--- config.mk ---
export PLATFORM = sky130hd
export DESIGN_NAME = rpn_stack_evaluator_unit
export DESIGN_NICKNAME = d
export VERILOG_FILES = /design/src/rpn_pkg.sv /design/src/rpn_ctrl.sv /design/src/rpn_dpath.sv /design/src/rpn_stack_evaluator_unit.sv
export SDC_FILE = /design/constraint.sdc
export NUM_CORES = 2
export LEC_CHECK = 0
export BUFFER_PORTS_ARGS = -buffer_cell sky130_fd_sc_hd__buf_2
export CAP_MARGIN = 40
export CORE_MARGIN = 2
export CORE_UTILIZATION = 23
export CTS_BUF_LIST = sky130_fd_sc_hd__clkbuf_4 sky130_fd_sc_hd__clkbuf_8 sky130_fd_sc_hd__clkbuf_16
export DETAILED_ROUTE_END_ITERATION = 7
export SYNTH_ARGS = -nofsm -noshare
export SYNTH_HDL_FRONTEND = slang
export SYNTH_HIERARCHICAL = 1
export SYNTH_SLANG_ARGS = --single-unit
--- constraint.sdc ---
create_clock -name clk -period 7.91 [get_ports clk]
set_input_delay 0.3955 -clock clk [delete_from_list [all_inputs] [get_ports clk]]
set_output_delay 0.3955 -clock clk [all_outputs]
set_load 0.005 [all_outputs]
--- src/rpn_pkg.sv ---
// Shared types and constants for the RPN stack evaluator.
`timescale 1ns / 1ps
package rpn_pkg;

    localparam int STACK_DEPTH = 64;
    localparam int ADDR_W      = $clog2(STACK_DEPTH);
    localparam int SP_W        = $clog2(STACK_DEPTH + 1);
    localparam int DATA_W      = 32;
    localparam int ACT_W       = 3;
    localparam int DEPTH_W     = 7;
    localparam int STAT_W      = 3;
    localparam int OUT_W       = DATA_W + DEPTH_W + STAT_W;
    localparam int OUT_TDATA_W = ((OUT_W + 7) / 8) * 8;
    localparam int DIV_STEPS   = DATA_W;
    localparam int DIV_CNT_W   = $clog2(DIV_STEPS);

    localparam logic [DATA_W-1:0] MOST_NEG  = {1'b1, {(DATA_W-1){1'b0}}};
    localparam logic [DATA_W-1:0] MINUS_ONE = {DATA_W{1'b1}};

    typedef enum logic [ACT_W-1:0] {
        ACT_PUSH = 3'd0,
        ACT_ADD  = 3'd1,
        ACT_SUB  = 3'd2,
        ACT_MUL  = 3'd3,
        ACT_DIV  = 3'd4
    } action_t;

    typedef enum logic [STAT_W-1:0] {
        STAT_OK        = 3'd0,
        STAT_UNDERFLOW = 3'd1,
        STAT_FULL      = 3'd2,
        STAT_DIVZERO   = 3'd3,
        STAT_DIVOVF    = 3'd4
    } status_t;

    typedef enum logic [2:0] {
        S_IDLE = 3'd0,
        S_READ = 3'd1,
        S_EXEC = 3'd2,
        S_DIV  = 3'd3,
        S_DFIN = 3'd4
    } state_t;

    // Commands from controller to datapath
    typedef struct packed {
        logic take_now;   // finish a token in the accept cycle
        logic capture;    // latch an operator token and read next-of-top
        logic exec;       // run add/sub/mul or check and start a divide
        logic div_step;   // one restoring divide step
        logic div_finish; // sign-fix quotient and finish
    } ctrl_cmd_t;

    // Status from datapath to controller
    typedef struct packed {
        logic op_multi;   // incoming token is an operator with two operands
        logic div_go;     // latched divide is legal
        logic div_last;   // divider is on its final step
    } dp_status_t;

endpackage

--- src/rpn_ctrl.sv ---
// Control state machine for the RPN stack evaluator.
`timescale 1ns / 1ps
module rpn_ctrl
    import rpn_pkg::*;
(
    input  logic       clk,
    input  logic       rst_n,
    input  logic       s_tvalid,
    output logic       s_tready,
    output logic       m_tvalid,
    input  logic       m_tready,
    input  dp_status_t sts,
    output ctrl_cmd_t  cmd
);

    state_t state_reg;
    state_t state_next;
    logic   out_valid_reg;
    logic   out_valid_next;
    logic   out_free;
    logic   accept;
    logic   out_load;

    assign out_free = !out_valid_reg || m_tready;
    assign accept   = s_tvalid && s_tready;
    assign m_tvalid = out_valid_reg;

    // Next state
    always_comb
    begin
        state_next = state_reg;
        case (state_reg)
            S_IDLE:
            begin
                if (accept && sts.op_multi)
                begin
                    state_next = S_READ;
                end
            end
            S_READ:
            begin
                state_next = S_EXEC;
            end
            S_EXEC:
            begin
                state_next = sts.div_go ? S_DIV : S_IDLE;
            end
            S_DIV:
            begin
                if (sts.div_last)
                begin
                    state_next = S_DFIN;
                end
            end
            S_DFIN:
            begin
                state_next = S_IDLE;
            end
            default:
            begin
                state_next = S_IDLE;
            end
        endcase
    end

    // Outputs
    always_comb
    begin
        s_tready = 1'b0;
        cmd      = '0;
        out_load = 1'b0;
        case (state_reg)
            S_IDLE:
            begin
                s_tready     = out_free;
                cmd.take_now = accept && !sts.op_multi;
                cmd.capture  = accept && sts.op_multi;
                out_load     = accept && !sts.op_multi;
            end
            S_READ:
            begin
            end
            S_EXEC:
            begin
                cmd.exec = 1'b1;
                out_load = !sts.div_go;
            end
            S_DIV:
            begin
                cmd.div_step = 1'b1;
            end
            S_DFIN:
            begin
                cmd.div_finish = 1'b1;
                out_load       = 1'b1;
            end
            default:
            begin
            end
        endcase
    end

    assign out_valid_next = out_load || (out_valid_reg && !m_tready);

    always_ff @(posedge clk or negedge rst_n)
    begin
        if (!rst_n)
        begin
            state_reg     <= S_IDLE;
            out_valid_reg <= 1'b0;
        end
        else
        begin
            state_reg     <= state_next;
            out_valid_reg <= out_valid_next;
        end
    end

endmodule

--- src/rpn_dpath.sv ---
// Datapath: operand stack, top-of-stack cache, ALU, divider and result register.
`timescale 1ns / 1ps
module rpn_dpath
    import rpn_pkg::*;
(
    input  logic                   clk,
    input  logic                   rst_n,
    input  logic [ACT_W-1:0]       in_action,
    input  logic [DATA_W-1:0]      in_value,
    input  logic                   in_last,
    input  ctrl_cmd_t              cmd,
    output dp_status_t             sts,
    output logic [OUT_TDATA_W-1:0] out_data,
    output logic                   out_last
);

    logic [DATA_W-1:0] mem [STACK_DEPTH];

    logic [SP_W-1:0]      sp_reg;
    logic [SP_W-1:0]      sp_next;
    logic [DATA_W-1:0]    tos_reg;
    logic [DATA_W-1:0]    tos_next;
    logic [DATA_W-1:0]    nos_reg;
    action_t              act_reg;
    logic                 last_reg;

    logic [DATA_W-1:0]    rem_reg;
    logic [DATA_W-1:0]    rem_next;
    logic [DATA_W-1:0]    quo_reg;
    logic [DATA_W-1:0]    quo_next;
    logic [DATA_W-1:0]    dvs_reg;
    logic [DATA_W-1:0]    dvs_next;
    logic                 neg_reg;
    logic [DIV_CNT_W-1:0] cnt_reg;
    logic [DIV_CNT_W-1:0] cnt_next;

    logic [DATA_W-1:0]    out_top_reg;
    logic [DATA_W-1:0]    out_top_next;
    logic [DEPTH_W-1:0]   out_depth_reg;
    logic [DEPTH_W-1:0]   out_depth_next;
    status_t              out_stat_reg;
    status_t              out_stat_next;
    logic                 out_last_reg;
    logic                 out_last_next;

    logic                 mem_we;
    logic [ADDR_W-1:0]    mem_waddr;
    logic [ADDR_W-1:0]    mem_raddr;

    logic                 full;
    logic                 empty;
    logic                 is_op;
    logic [DATA_W-1:0]    cur_top;
    logic [DATA_W-1:0]    alu_res;
    logic [DATA_W-1:0]    n_mag;
    logic [DATA_W-1:0]    t_mag;
    logic                 div_zero;
    logic                 div_ovf;
    logic [DATA_W:0]      rem_shift;
    logic [DATA_W:0]      trial;
    logic [DATA_W-1:0]    quo_signed;
    action_t              in_act;

    assign in_act    = action_t'(in_action);
    assign full      = (sp_reg == SP_W'(STACK_DEPTH));
    assign empty     = (sp_reg == '0);
    assign cur_top   = empty ? '0 : tos_reg;
    assign is_op     = (in_action >= ACT_W'(ACT_ADD)) && (in_action <= ACT_W'(ACT_DIV));
    assign mem_waddr = ADDR_W'(sp_reg - SP_W'(1));
    assign mem_raddr = ADDR_W'(sp_reg - SP_W'(2));

    assign n_mag    = nos_reg[DATA_W-1] ? (DATA_W'(0) - nos_reg) : nos_reg;
    assign t_mag    = tos_reg[DATA_W-1] ? (DATA_W'(0) - tos_reg) : tos_reg;
    assign div_zero = (tos_reg == '0);
    assign div_ovf  = (nos_reg == MOST_NEG) && (tos_reg == MINUS_ONE);

    assign rem_shift  = {rem_reg, quo_reg[DATA_W-1]};
    assign trial      = rem_shift - {1'b0, dvs_reg};
    assign quo_signed = neg_reg ? (DATA_W'(0) - quo_reg) : quo_reg;

    assign sts.op_multi = is_op && (sp_reg >= SP_W'(2));
    assign sts.div_go   = (act_reg == ACT_DIV) && !div_zero && !div_ovf;
    assign sts.div_last = (cnt_reg == DIV_CNT_W'(DIV_STEPS - 1));

    always_comb
    begin
        case (act_reg)
            ACT_ADD: alu_res = nos_reg + tos_reg;
            ACT_SUB: alu_res = nos_reg - tos_reg;
            default: alu_res = nos_reg * tos_reg;
        endcase
    end

    always_comb
    begin
        sp_next        = sp_reg;
        tos_next       = tos_reg;
        mem_we         = 1'b0;
        rem_next       = rem_reg;
        quo_next       = quo_reg;
        dvs_next       = dvs_reg;
        cnt_next       = cnt_reg;
        out_top_next   = out_top_reg;
        out_depth_next = out_depth_reg;
        out_stat_next  = out_stat_reg;
        out_last_next  = out_last_reg;

        if (cmd.take_now)
        begin
            out_top_next   = cur_top;
            out_depth_next = DEPTH_W'(sp_reg);
            out_stat_next  = STAT_OK;
            out_last_next  = in_last;
            case (in_act)
                ACT_PUSH:
                begin
                    if (full)
                    begin
                        out_stat_next = STAT_FULL;
                    end
                    else
                    begin
                        // spill the cached top into the memory
                        mem_we         = !empty;
                        tos_next       = in_value;
                        sp_next        = sp_reg + SP_W'(1);
                        out_top_next   = in_value;
                        out_depth_next = DEPTH_W'(sp_reg + SP_W'(1));
                    end
                end
                ACT_ADD, ACT_SUB, ACT_MUL, ACT_DIV:
                begin
                    out_stat_next = STAT_UNDERFLOW;
                end
                default:
                begin
                end
            endcase
            if (in_last)
            begin
                sp_next = '0;
            end
        end

        if (cmd.exec)
        begin
            out_last_next  = last_reg;
            out_top_next   = tos_reg;
            out_depth_next = DEPTH_W'(sp_reg);
            out_stat_next  = STAT_OK;
            if (act_reg == ACT_DIV)
            begin
                if (div_zero)
                begin
                    out_stat_next = STAT_DIVZERO;
                end
                else if (div_ovf)
                begin
                    out_stat_next = STAT_DIVOVF;
                end
                rem_next = '0;
                quo_next = n_mag;
                dvs_next = t_mag;
                cnt_next = '0;
                if (!sts.div_go && last_reg)
                begin
                    sp_next = '0;
                end
            end
            else
            begin
                tos_next       = alu_res;
                out_top_next   = alu_res;
                out_depth_next = DEPTH_W'(sp_reg - SP_W'(1));
                sp_next        = last_reg ? '0 : (sp_reg - SP_W'(1));
            end
        end

        if (cmd.div_step)
        begin
            if (!trial[DATA_W])
            begin
                rem_next = trial[DATA_W-1:0];
                quo_next = {quo_reg[DATA_W-2:0], 1'b1};
            end
            else
            begin
                rem_next = rem_shift[DATA_W-1:0];
                quo_next = {quo_reg[DATA_W-2:0], 1'b0};
            end
            cnt_next = cnt_reg + DIV_CNT_W'(1);
        end

        if (cmd.div_finish)
        begin
            tos_next       = quo_signed;
            out_top_next   = quo_signed;
            out_depth_next = DEPTH_W'(sp_reg - SP_W'(1));
            out_stat_next  = STAT_OK;
            sp_next        = last_reg ? '0 : (sp_reg - SP_W'(1));
        end
    end

    always_ff @(posedge clk)
    begin
        if (mem_we)
        begin
            mem[mem_waddr] <= tos_reg;
        end
        if (cmd.capture)
        begin
            nos_reg  <= mem[mem_raddr];
            act_reg  <= in_act;
            last_reg <= in_last;
        end
        if (cmd.exec)
        begin
            neg_reg <= nos_reg[DATA_W-1] ^ tos_reg[DATA_W-1];
        end
        tos_reg       <= tos_next;
        rem_reg       <= rem_next;
        quo_reg       <= quo_next;
        dvs_reg       <= dvs_next;
        cnt_reg       <= cnt_next;
        out_top_reg   <= out_top_next;
        out_depth_reg <= out_depth_next;
        out_stat_reg  <= out_stat_next;
        out_last_reg  <= out_last_next;
    end

    always_ff @(posedge clk or negedge rst_n)
    begin
        if (!rst_n)
        begin
            sp_reg <= '0;
        end
        else
        begin
            sp_reg <= sp_next;
        end
    end

    assign out_data = {{(OUT_TDATA_W - OUT_W){1'b0}}, out_stat_reg, out_depth_reg, out_top_reg};
    assign out_last = out_last_reg;

endmodule

--- src/rpn_stack_evaluator_unit.sv ---
// Top level of the RPN stack evaluator: controller plus datapath.
`timescale 1ns / 1ps
// Push, underflow and ignored tokens give their result in the cycle after the transaction;
//   add, subtract and multiply pass through stack read and execute; divide passes through
//   read, execute, the 32-step restoring divider that produces one quotient bit per cycle, and sign-fix.
// Tokens are handled one at a time; a new token is accepted only when idle and the result slot is free.
// Reset: rst_n (async, low) empties the stack and drops any pending result; stack memory
//   contents are not cleared and are never read before being written.
module rpn_stack_evaluator_unit
    import rpn_pkg::*;
(
    input  logic                   clk,
    input  logic                   rst_n,
    // input token stream
    input  logic                   s_tvalid,
    output logic                   s_tready,
    input  logic [DATA_W-1:0]      s_tdata,   // [31:0] push_value
    input  logic [ACT_W-1:0]       s_tuser,   // [2:0] action
    input  logic                   s_tlast,   // last_token
    // result stream
    output logic                   m_tvalid,
    input  logic                   m_tready,
    output logic [OUT_TDATA_W-1:0] m_tdata,   // [31:0] top_value, [38:32] stack_depth,
                                              // [41:39] status, [47:42] zero
    output logic                   m_tlast    // expression_done
);

    ctrl_cmd_t  cmd;
    dp_status_t sts;

    // Sequencer: owns the handshakes and steps the datapath through read,
    // execute and the divide iterations.
    rpn_ctrl u_ctrl (
        .clk      (clk),
        .rst_n    (rst_n),
        .s_tvalid (s_tvalid),
        .s_tready (s_tready),
        .m_tvalid (m_tvalid),
        .m_tready (m_tready),
        .sts      (sts),
        .cmd      (cmd)
    );

    // Stack memory with the top entry cached in a register, so an operator
    // needs one memory read for the entry below the top.
    rpn_dpath u_dpath (
        .clk       (clk),
        .rst_n     (rst_n),
        .in_action (s_tuser),
        .in_value  (s_tdata),
        .in_last   (s_tlast),
        .cmd       (cmd),
        .sts       (sts),
        .out_data  (m_tdata),
        .out_last  (m_tlast)
    );

endmodule
==> results_dict.tcl <==
set metrics [dict create \
    critPathArrivalTime_ps 8290 \
    period_minus_slack_ps 7690 \
    slew_viol_final 0 \
    grt_pass1_vias 62400 \
    timing.final.crit_share 0.972 \
    pre_cts_ws_ps 232 \
    area_growth_pct 17.2 \
    ioPinCount 91 \
    cpPeakStageDelay_ps 550 \
    utilization 0.271 \
    row_count 252 \
    synth-seq-cells 2272 \
    nets 7426 \
    fmax_mhz 130 \
    syn-mean-instance-area_um2 16.9 \
    cts_max_level 4 \
    track_usage 0.129 \
    holdWs_ps 99.8 \
    drive_gt1_frac 0.232 \
    end_kind "flop" \
    path_clk_slew_ps 70 \
    setup.worst_path.start_class "flop" \
    hold_viol_final 0 \
    required_ps 8510 \
    ant_nets 0 \
    routedWlPerCell_um 24.1 \
    cts-root-buf "clkbuf_16" \
    synth_top_area_share 0.613 \
    vias 60800 \
    die_h_um 693 \
    drt_wl_total_um 318000 \
    fin_area_mm2 0.128 \
    async_flop_share 0.00484 \
    status "finished clean" \
    cp_num_buf_inv 5 \
    r2r_setup_slack_ps 220 \
    ys_warn_count 6 \
    ys.flop_type "edfxtp_1" \
    initial_core_util 0.231 \
    syn_inst 6442 \
    finalSetupViolCount 0 \
    numPortBuffers 84 \
    hold_path.class "in2async" \
    cp_common_cell "fa_1" \
    drt_pass1_iterations 6 \
    largest_reg_flops 2048 \
    r2r-end "u_dpath/out_top_reg[26]$_DFFE_PP_" \
    grt-ovfl-total 0 \
    synth_edf_count 2226 \
    hpwl_um 203000 \
    ys_top_cells_by_area "edfxtp_1 61%, mux4_2 14%, fa_1 7.5%" \
    synth_top_area_cell "edfxtp_1" \
    finClkSkew_ps 128 \
    slowest_stage "fa_1" \
    cts_buffers 235 \
    relSlewSlack 0.308 \
    synth.distinct_cells 80 \
    post_synth_instance_area_mm2 0.109 \
    reg2reg_from "u_dpath/nos_reg[8]$_DFFE_PP_" \
    core_area_mm2 0.472 \
    clk_latency_ps 950 \
    criticalPathCategory "reg2reg" \
    grt_max_degree 84 \
    cts_buffer_depth 4 \
    drt_iter0_drc 6695 \
    grt_pass1_wl_um 453000 \
    dieWidth_um 693 \
    cts_num_sinks 2272 \
    antenna_found_initial 26 \
    ys_seq_area_frac 0.622 \
    rr_worst_depth 25 \
    cap_violations 0 \
    largest_register "u_dpath/mem" \
    path_max_fanout 8 \
    die_area_mm2 0.480 \
    place_congestion 0.889 \
    drc_errors 0 \
    worst_slew_pin_slew_ps 1030 \
    cts_tree "built" \
    vias_per_cell 4.61 \
    cp_top_family "adder cells" \
    layout_setup_ws_ps 222 \
    place_area_mm2 0.119 \
]
[worst reg2reg max path, stage by stage, from the launching register on]
cell and delay [ps]:
edfxtp_1 510, buf_6 200, and2_1 160, fa_1 530, inv_1 50, fa_1 490, fa_1 530, fa_1 550
inv_1 40, ha_1 300, ha_4 280, fa_1 450, fa_1 530, ha_4 190, or3_1 360, or4_4 440
a21oi_4 150, nor3_4 80, a211oi_2 230, buf_4 160, o31a_1 150, o21bai_1 80, xnor2_1 160, nor2_1 80
or4_1 500, buf_4 150
[layout make-up]
class | instances | area, µm²
Clock buffer | 275 | 6200
Clock inverter | 156 | 1530
Fill cell | 47200 | 344000
Antenna cell | 7 | 17.5
Multi-Input combinational cell | 3356 | 38800
Tap cell | 6223 | 7790
Timing Repair Buffer | 454 | 3740
Inverter | 457 | 1720
Sequential cell | 2272 | 67900
[per-layer routing]
layer  share of wire  wire length (µm)  global-route usage  vias up
li1                -                 -                   -    25100
met1            0.40            128000               0.169    32700
met2            0.49            155000               0.217     2523
met3           0.077             24600              0.0222      490
met4           0.034             10700              0.0390        8
met5         0.00016                52                   0        -
[cells in the mapped netlist, types with 116 or more instances]
cell / number
and2_1: 309
clkbuf_1: 300
edfxtp_1: 2226
fa_1: 410
ha_1: 200
inv_1: 454
mux4_2: 659
nand2_1: 419
nor2_1: 214
o21ai_0: 134
xnor2_1: 153
xor2_1: 116
[cell usage in the layout (no fill, tap or decap), types with 32 or more instances in the layout]
master,synthesis,routed
a21o_1,37,37
a21oi_1,109,108
and2_1,309,308
buf_2,0,88
buf_4,6,295
clkbuf_16,0,237
clkbuf_4,0,38
clkinv_1,3,56
clkinv_2,0,51
dlygate4sd3_1,0,35
edfxtp_1,2226,2226
fa_1,410,408
ha_1,200,197
inv_1,454,453
mux2i_1,64,64
mux4_2,659,659
nand2_1,419,418
nand3_1,38,38
nor2_1,214,147
nor2_4,0,66
nor3_1,34,32
o21ai_0,134,131
o31ai_1,32,32
xnor2_1,153,151
xor2_1,116,114
[what timing repair did]
item                                   in CTS  in global routing
setup endpoints to repair                   0                  8
endpoints found under the hold margin      65                  0
resized for setup                           0                 23
hold buffers                               35                  0
buffers inserted                            0                  9
[kinds of logic (layout without fill, tap and decap cells)]
logic type,after synthesis,in the layout,share of synthesized area
flops,2272,2272,0.622
simple gates,1187,1187,0.0536
buf+inv,819,1342,0.0286
mux,724,724,0.142
fa+ha+maj,610,610,0.0982
compound gates,560,560,0.0339
xor+xnor,269,269,0.0216
other cells,1,13,0.0000344
[through the flow]
stage                     std cells  setup TNS (ps)
final                         13200               0
after floorplan                6447               0
after CTS                     13200               0
after detailed placement      12700               0
after global routing          13200           -37.6
after global placement        12700               0
[how the worst max path moves through the flow]
stage	cells past startpoint	end	startpoint	slack [ps]
floorplan	24	u_dpath/out_top_reg[28]$_DFFE_PP_	u_dpath/tos_reg[11]$_DFF_P_	20
global placement	24	u_dpath/out_top_reg[28]$_DFFE_PP_	u_dpath/nos_reg[16]$_DFFE_PP_	160
detailed placement	26	u_dpath/tos_reg[30]$_DFF_P_	u_dpath/nos_reg[8]$_DFFE_PP_	230
CTS	26	u_dpath/tos_reg[30]$_DFF_P_	u_dpath/nos_reg[8]$_DFFE_PP_	30
global route	26	u_dpath/tos_reg[30]$_DFF_P_	u_dpath/nos_reg[8]$_DFFE_PP_	-30
finish	25	u_dpath/out_top_reg[26]$_DFFE_PP_	u_dpath/nos_reg[8]$_DFFE_PP_	220
Power is not shown: default switching activity piles up to over one toggle a cycle in this logic, so the estimate is an artifact.
